--- src/rtl/vprm_pkg.sv ---
package vprm_pkg;

    // field and result widths
    localparam int IN_W      = 16;
    localparam int OUT_W     = 16;
    localparam int Q_FRAC    = 14;
    localparam int Q_ONE     = 16384;

    // internal widths
    localparam int PROD_W    = 32;   // 16x16 products
    localparam int WIDE_W    = 33;   // dot and cross sums
    localparam int SQ_IN_W   = 64;   // |ref|^2 * |acc|^2
    localparam int ROOT_W    = 32;
    localparam int SQ_STAGES = 32;   // one root bit per stage
    localparam int RED_BITS  = 23;   // reduced magnitudes stay below 2^23
    localparam int RED_W     = 24;   // reduced components, signed
    localparam int SHIFT_MAX = 10;
    localparam int SQR_W     = 48;   // products of reduced components
    localparam int NUM_W     = 50;   // matrix numerators, signed
    localparam int N_W       = 48;   // squared norm
    localparam int QUO_W     = 15;   // quotient bits
    localparam int DIVD_W    = N_W + QUO_W;
    localparam int N_ENTRIES = 9;

    // configuration register indexes
    typedef enum logic [1:0] {
        CFG_REF_X = 2'd0,
        CFG_REF_Y = 2'd1,
        CFG_REF_Z = 2'd2
    } t_cfg_idx;

    // dot and cross product travelling alongside the root
    typedef struct packed {
        logic signed [WIDE_W-1:0] dot;
        logic signed [WIDE_W-1:0] x;
        logic signed [WIDE_W-1:0] y;
        logic signed [WIDE_W-1:0] z;
    } t_side;

    typedef logic signed [NUM_W-1:0] t_num;

endpackage

--- src/rtl/vprm_div.sv ---
module vprm_div (
    input  logic                              i_clk,
    input  logic                              i_rst_n,
    input  logic                              i_en,
    input  logic                              i_valid,
    input  vprm_pkg::t_num                    i_num,
    input  logic [vprm_pkg::N_W-1:0]          i_n,
    output logic                              o_valid,
    output logic signed [vprm_pkg::OUT_W-1:0] o_q
);

    localparam int NW = vprm_pkg::N_W;
    localparam int QW = vprm_pkg::QUO_W;
    localparam int DW = vprm_pkg::DIVD_W;

    logic [NW-1:0]   n_mag;
    logic [DW-1:0]   n_divd;

    logic            r0_vld;
    logic            r0_neg;
    logic [NW-1:0]   r0_rem;
    logic [QW-1:0]   r0_low;
    logic [NW-1:0]   r0_n;

    logic            r_vld [QW];
    logic            r_neg [QW];
    logic [NW-1:0]   r_rem [QW];
    logic [QW-1:0]   r_low [QW];
    logic [QW-1:0]   r_q   [QW];
    logic [NW-1:0]   r_n   [QW];

    logic            r_out_vld;
    logic signed [vprm_pkg::OUT_W-1:0] r_out;
    logic [QW-1:0]   n_sat;

    // scaled magnitude plus half the divisor for rounding
    always_comb begin
        n_mag  = i_num[vprm_pkg::NUM_W-1] ? NW'(-i_num) : NW'(i_num);
        n_divd = {n_mag, vprm_pkg::Q_FRAC'(0)} + DW'(i_n >> 1);
    end

    always_ff @(posedge i_clk) begin
        if (!i_rst_n) begin
            r0_vld <= 1'b0;
        end else if (i_en) begin
            r0_vld <= i_valid;
        end
    end

    always_ff @(posedge i_clk) begin
        if (i_en) begin
            r0_neg <= i_num[vprm_pkg::NUM_W-1];
            r0_rem <= n_divd[DW-1:QW];
            r0_low <= n_divd[QW-1:0];
            r0_n   <= i_n;
        end
    end

    // restoring division, one quotient bit per stage
    for (genvar k = 0; k < QW; k++) begin : g_step
        logic          vld_in;
        logic          neg_in;
        logic [NW-1:0] rem_in;
        logic [QW-1:0] low_in;
        logic [QW-1:0] q_in;
        logic [NW-1:0] n_in;
        logic [NW:0]   trial;
        logic          take;

        if (k == 0) begin : g_first
            assign vld_in = r0_vld;
            assign neg_in = r0_neg;
            assign rem_in = r0_rem;
            assign low_in = r0_low;
            assign q_in   = '0;
            assign n_in   = r0_n;
        end else begin : g_next
            assign vld_in = r_vld[k-1];
            assign neg_in = r_neg[k-1];
            assign rem_in = r_rem[k-1];
            assign low_in = r_low[k-1];
            assign q_in   = r_q[k-1];
            assign n_in   = r_n[k-1];
        end

        assign trial = {rem_in, low_in[QW-1]};
        assign take  = (trial >= {1'b0, n_in});

        always_ff @(posedge i_clk) begin
            if (!i_rst_n) begin
                r_vld[k] <= 1'b0;
            end else if (i_en) begin
                r_vld[k] <= vld_in;
            end
        end

        always_ff @(posedge i_clk) begin
            if (i_en) begin
                r_neg[k] <= neg_in;
                r_rem[k] <= take ? NW'(trial - {1'b0, n_in}) : trial[NW-1:0];
                r_low[k] <= low_in << 1;
                r_q[k]   <= {q_in[QW-2:0], take};
                r_n[k]   <= n_in;
            end
        end
    end

    // saturate to one and restore the sign
    assign n_sat = (r_q[QW-1] > QW'(vprm_pkg::Q_ONE)) ? QW'(vprm_pkg::Q_ONE) : r_q[QW-1];

    always_ff @(posedge i_clk) begin
        if (!i_rst_n) begin
            r_out_vld <= 1'b0;
        end else if (i_en) begin
            r_out_vld <= r_vld[QW-1];
        end
    end

    always_ff @(posedge i_clk) begin
        if (i_en) begin
            r_out <= r_neg[QW-1] ? -$signed({1'b0, n_sat}) : $signed({1'b0, n_sat});
        end
    end

    assign o_valid = r_out_vld;
    assign o_q     = r_out;

endmodule
--- config.mk ---
export PLATFORM = sky130hd
export DESIGN_NAME = vprm_div
export DESIGN_NICKNAME = d
export VERILOG_FILES = /design/src/rtl/vprm_pkg.sv /design/src/rtl/vprm_div.sv
export SDC_FILE = /design/constraint.sdc
export NUM_CORES = 2
export LEC_CHECK = 0
export BUFFER_PORTS_ARGS = -buffer_cell sky130_fd_sc_hd__buf_2
export CELL_PAD_IN_SITES_DETAIL_PLACEMENT = 2
export CELL_PAD_IN_SITES_GLOBAL_PLACEMENT = 2
export CORE_MARGIN = 4
export CORE_UTILIZATION = 43
export CTS_CLUSTER_SIZE = 30
export DETAILED_ROUTE_END_ITERATION = 8
export HOLD_SLACK_MARGIN = 0.08
export MAX_ROUTING_LAYER = met4
export PLACE_DENSITY = 0.8
export SLEW_MARGIN = 20
export SYNTH_ARGS = -nofsm -noshare
export SYNTH_HDL_FRONTEND = slang
export SYNTH_SLANG_ARGS = --single-unit
export TNS_END_PERCENT = 100
--- constraint.sdc ---
create_clock -name i_clk -period 5 [get_ports i_clk]
set_clock_uncertainty 0.15 [all_clocks]
set_input_delay 0.5 -clock i_clk [delete_from_list [all_inputs] [get_ports i_clk]]
set_output_delay 0.5 -clock i_clk [all_outputs]
set_load 0.03 [all_outputs]
==> results_dict.tcl <==
set metrics [dict create \
    outcome "completed" \
    post-place-ws_ns -0.1064 \
    p_leak_nw 46.13 \
    drc 0 \
    seq_area_frac_synth_pct 49.29 \
    tightest_slew_ns 0.9783 \
    worstSetupStartpointType "register" \
    period_needed_ns 4.852 \
    hold_viol_final 0 \
    maxSlewHeadroom_pct 34.43 \
    final_cell_mix "edfxtp_1 (1607), a21oi_1 (964), inv_1 (888)" \
    synthSimpleGateAreaFrac_pct 10.79 \
    viasPerCell 5.685 \
    grt_max_degree 136 \
    slowest_delay_ns 0.57 \
    crit_path_max_fanout 5 \
    cts_tree "done" \
    vias 73810 \
    die_area_um2 235700 \
    utilization_pct 49.05 \
    syn_area_per_cell_um2 10.50 \
    path_clk_slew_ns 0.06 \
    p_comb_share_pct 51.6 \
    synthAdderAreaFrac_pct 10.01 \
    grt_pass1_wl_mm 488.8 \
    drive_above_1_share_pct 10.34 \
    fin_cells 12980 \
    cap_violations 0 \
    critical_path_required_ns 5.43 \
    grt_setup_unrepaired "true" \
    synth_top_area_share_pct 49.22 \
    dp_cells 12570 \
    firstDrtPassIters 7 \
    synth_nets 10220 \
    setup_ws_ns 0.1481 \
    ir_worst_vdd_mv 0.3073 \
    clk_path_buf_depth 3 \
    path_cells "inv_1, ha_1, fa_1, nor2b_1, o21ai_0, a21o_1, a21oi_1, a31oi_1, o21ai_0, buf_4, a311o_1, a21o_1, a41oi_1, nand4b_1, o311ai_0, mux2_2" \
    synth_xor_xnor_area_share_pct 6.279 \
    routedWlPerCell_um 24.19 \
    synth_top_family_by_area "compound AO/OA/AOI/OAI gates" \
    rows 175 \
    wl_mm 314.1 \
    min_period_over_period_pct 97.04 \
    num-fill-cells 22970 \
    multi_input_area_um2 45400 \
    worstPathArrival_ns 5.28 \
    grt_usage_pct 27.07 \
    yosys.area.top_type "edfxtp_1" \
    gp_congestion 0.9219 \
    cts_buffers 189 \
    yosys_warnings 0 \
    power_density_nw_per_um2 674.3 \
    antenna_found_initial 4 \
    ys.flop_type "edfxtp_1" \
    synthMuxAreaShare_pct 2.258 \
    switching_share_pct 41.07 \
    postSynthCellCount 9339 \
    hpwl_mm 248.9 \
    layout_commonest_cell "edfxtp_1" \
    core_um2 227100 \
    crit_type "reg2reg" \
    crit_path_end_kind "register" \
    cts-root-buf "clkbuf_16" \
    cp_slowest_cell "a31oi_1" \
    synth_edf_count 1607 \
    power.share.sequential_pct 30.5 \
    layout.nets 10700 \
    synth_area_leaders "edfxtp_1 (49%), ha_1 (9.7%), a21oi_1 (4.9%)" \
    hold_path_class "in2reg" \
    ys_seq_elements 1610 \
    drt_iter0_drc 3351 \
    grt-ovfl-total 0 \
    yosys.cell_types.count 99 \
    p_switching_mw 30.85 \
    p_clk_share_pct 18.0 \
    htree_levels 4 \
    io_pins 119 \
    die_w_um 485.5 \
    initial_utilization_pct 43.18 \
    max_freq_mhz 206.1 \
    fp.dieH_um 485.5 \
    setup-violations-final 0 \
    maxSlewViolCount 0 \
    areaGrowthSynthToFinish_pct 13.62 \
    first_global_vias 84320 \
    portBuffers 117 \
    p_int_mw 44.27 \
    synthArstFlopShare_pct 0 \
    regArea_um2 48320 \
    clkSinkCount 1610 \
    synth.cell_area_um2 98030 \
    ant_nets 0 \
    insertion_delay_ns 0.85 \
    synth_compound_area_share_pct 16.80 \
]
power groups by stage:
stage / clock network, mW / registers, mW / logic (mW)
floorplan: 0 / 21.9 / 25.9
global placement: 0 / 22.8 / 35.9
detailed placement: 0 / 23.1 / 38.0
CTS: 13.8 / 22.9 / 38.8
global route: 14.4 / 23.2 / 42.7
finish: 13.5 / 22.9 / 38.8
through the flow:
stage          hold slack (ns)  total power, mW  cell area, um^2  setup TNS [ns]
6_report                0.1723            75.11           111400               0
5_1_grt                 0.1778            80.30           111400       -0.004698
4_1_cts                 0.1312            75.50           111300               0
3_5_place_dp            0.2557            61.13           104600         -0.4229
3_3_place_gp            0.2503            58.70           104600               0
2_1_floorplan           0.2503            47.75            98030               0
flip-flops by register name, summed over array words and instances (netlist names):
signal / flops
r_rem: 672
g_step.low_in: 15
g_step.neg_in: 1
g_step.vld_in: 1
r_n: 672
o_q: 16
r_q: 120
g_step.n_in: 34
r_neg: 15
r_vld: 15
g_step.rem_in: 48
o_valid: 1
final cells by class:
cell class / count / area share (%)
flip-flops and latches: 1610 / 43.38
multi-input cells: 6560 / 40.76
clock buffers: 240 / 4.503
repair buffers: 575 / 4.084
well taps: 3009 / 3.380
inverters: 888 / 2.993
clock inverters: 100 / 0.8919
diodes: 2 / 0.004493
critical path: cells and delay by family (launching register included):
family | cells | cell delay (ns)
multiplexers | 1 | 0.29
buffers and inverters | 2 | 0.33
adder cells (fa/ha/maj) | 2 | 0.44
AO/OA/AOI/OAI | 9 | 2.68
AND/OR/NAND/NOR | 2 | 0.25
flip-flops | 1 | 0.44
cells by family (layout without fill, tap and decap cells):
group / after synthesis / after routing
xor gates and xnor gates: 702 / 702
DFF: 1610 / 1610
other: 0 / 2
muxes: 198 / 198
and+or+nand+nor: 2201 / 2201
adders and majority gates: 775 / 775
buffers and inverters: 1169 / 1803
AOI/OAI and AO/OA: 2684 / 2684
worst paths after layout:
path | start | endpoint | slack (ns) | depth (start not counted)
max | r_n[0][343] | r_rem[1][44] | 0.15 | 16
min | i_num[31] | g_step[0].rem_in[30] | 0.17 | 4
max reg2reg | r_n[0][343] | r_rem[1][44] | 0.15 | 16
min reg2reg | g_step[0].neg_in | r_neg[0] | 0.27 | 0
repair_timing:
action / 4_1_cts / 5_1_grt
setup endpoints to repair: 12 / 79
gates resized for setup: 2 / 15
hold buffers: 69 / 0
setup buffers: 3 / 0
pin swaps: 1 / 0
endpoints found under the hold margin: 138 / 0
routing by layer:
layer | global-route usage, % | vias up | routed length [um]
li1 | - | 34970 | -
met1 | 25.46 | 36970 | 110300
met2 | 52.84 | 1121 | 175500
met3 | 2.512 | 747 | 6140
met4 | 16.03 | 0 | 22140
met5 | - | - | 0
cell usage after synthesis (42+ instances only):
| cell | count |
|---|---|
| nor2_1 | 606 |
| a21o_1 | 422 |
| nand2b_1 | 107 |
| and3_1 | 87 |
| clkbuf_1 | 219 |
| edfxtp_1 | 1607 |
| o21bai_1 | 106 |
| nand4_1 | 157 |
| and2_1 | 49 |
| xor2_1 | 276 |
| mux2_2 | 173 |
| inv_1 | 888 |
| a211oi_1 | 55 |
| o21ai_0 | 602 |
| a31oi_1 | 86 |
| buf_2 | 42 |
| nand3_1 | 142 |
| ha_1 | 760 |
| nor2b_1 | 123 |
| o31ai_1 | 59 |
| o21a_1 | 83 |
| nor3_1 | 106 |
| xnor2_1 | 425 |
| nand2_1 | 645 |
| a21oi_1 | 965 |
No activity file was read; power rests on OpenSTA's default activity.
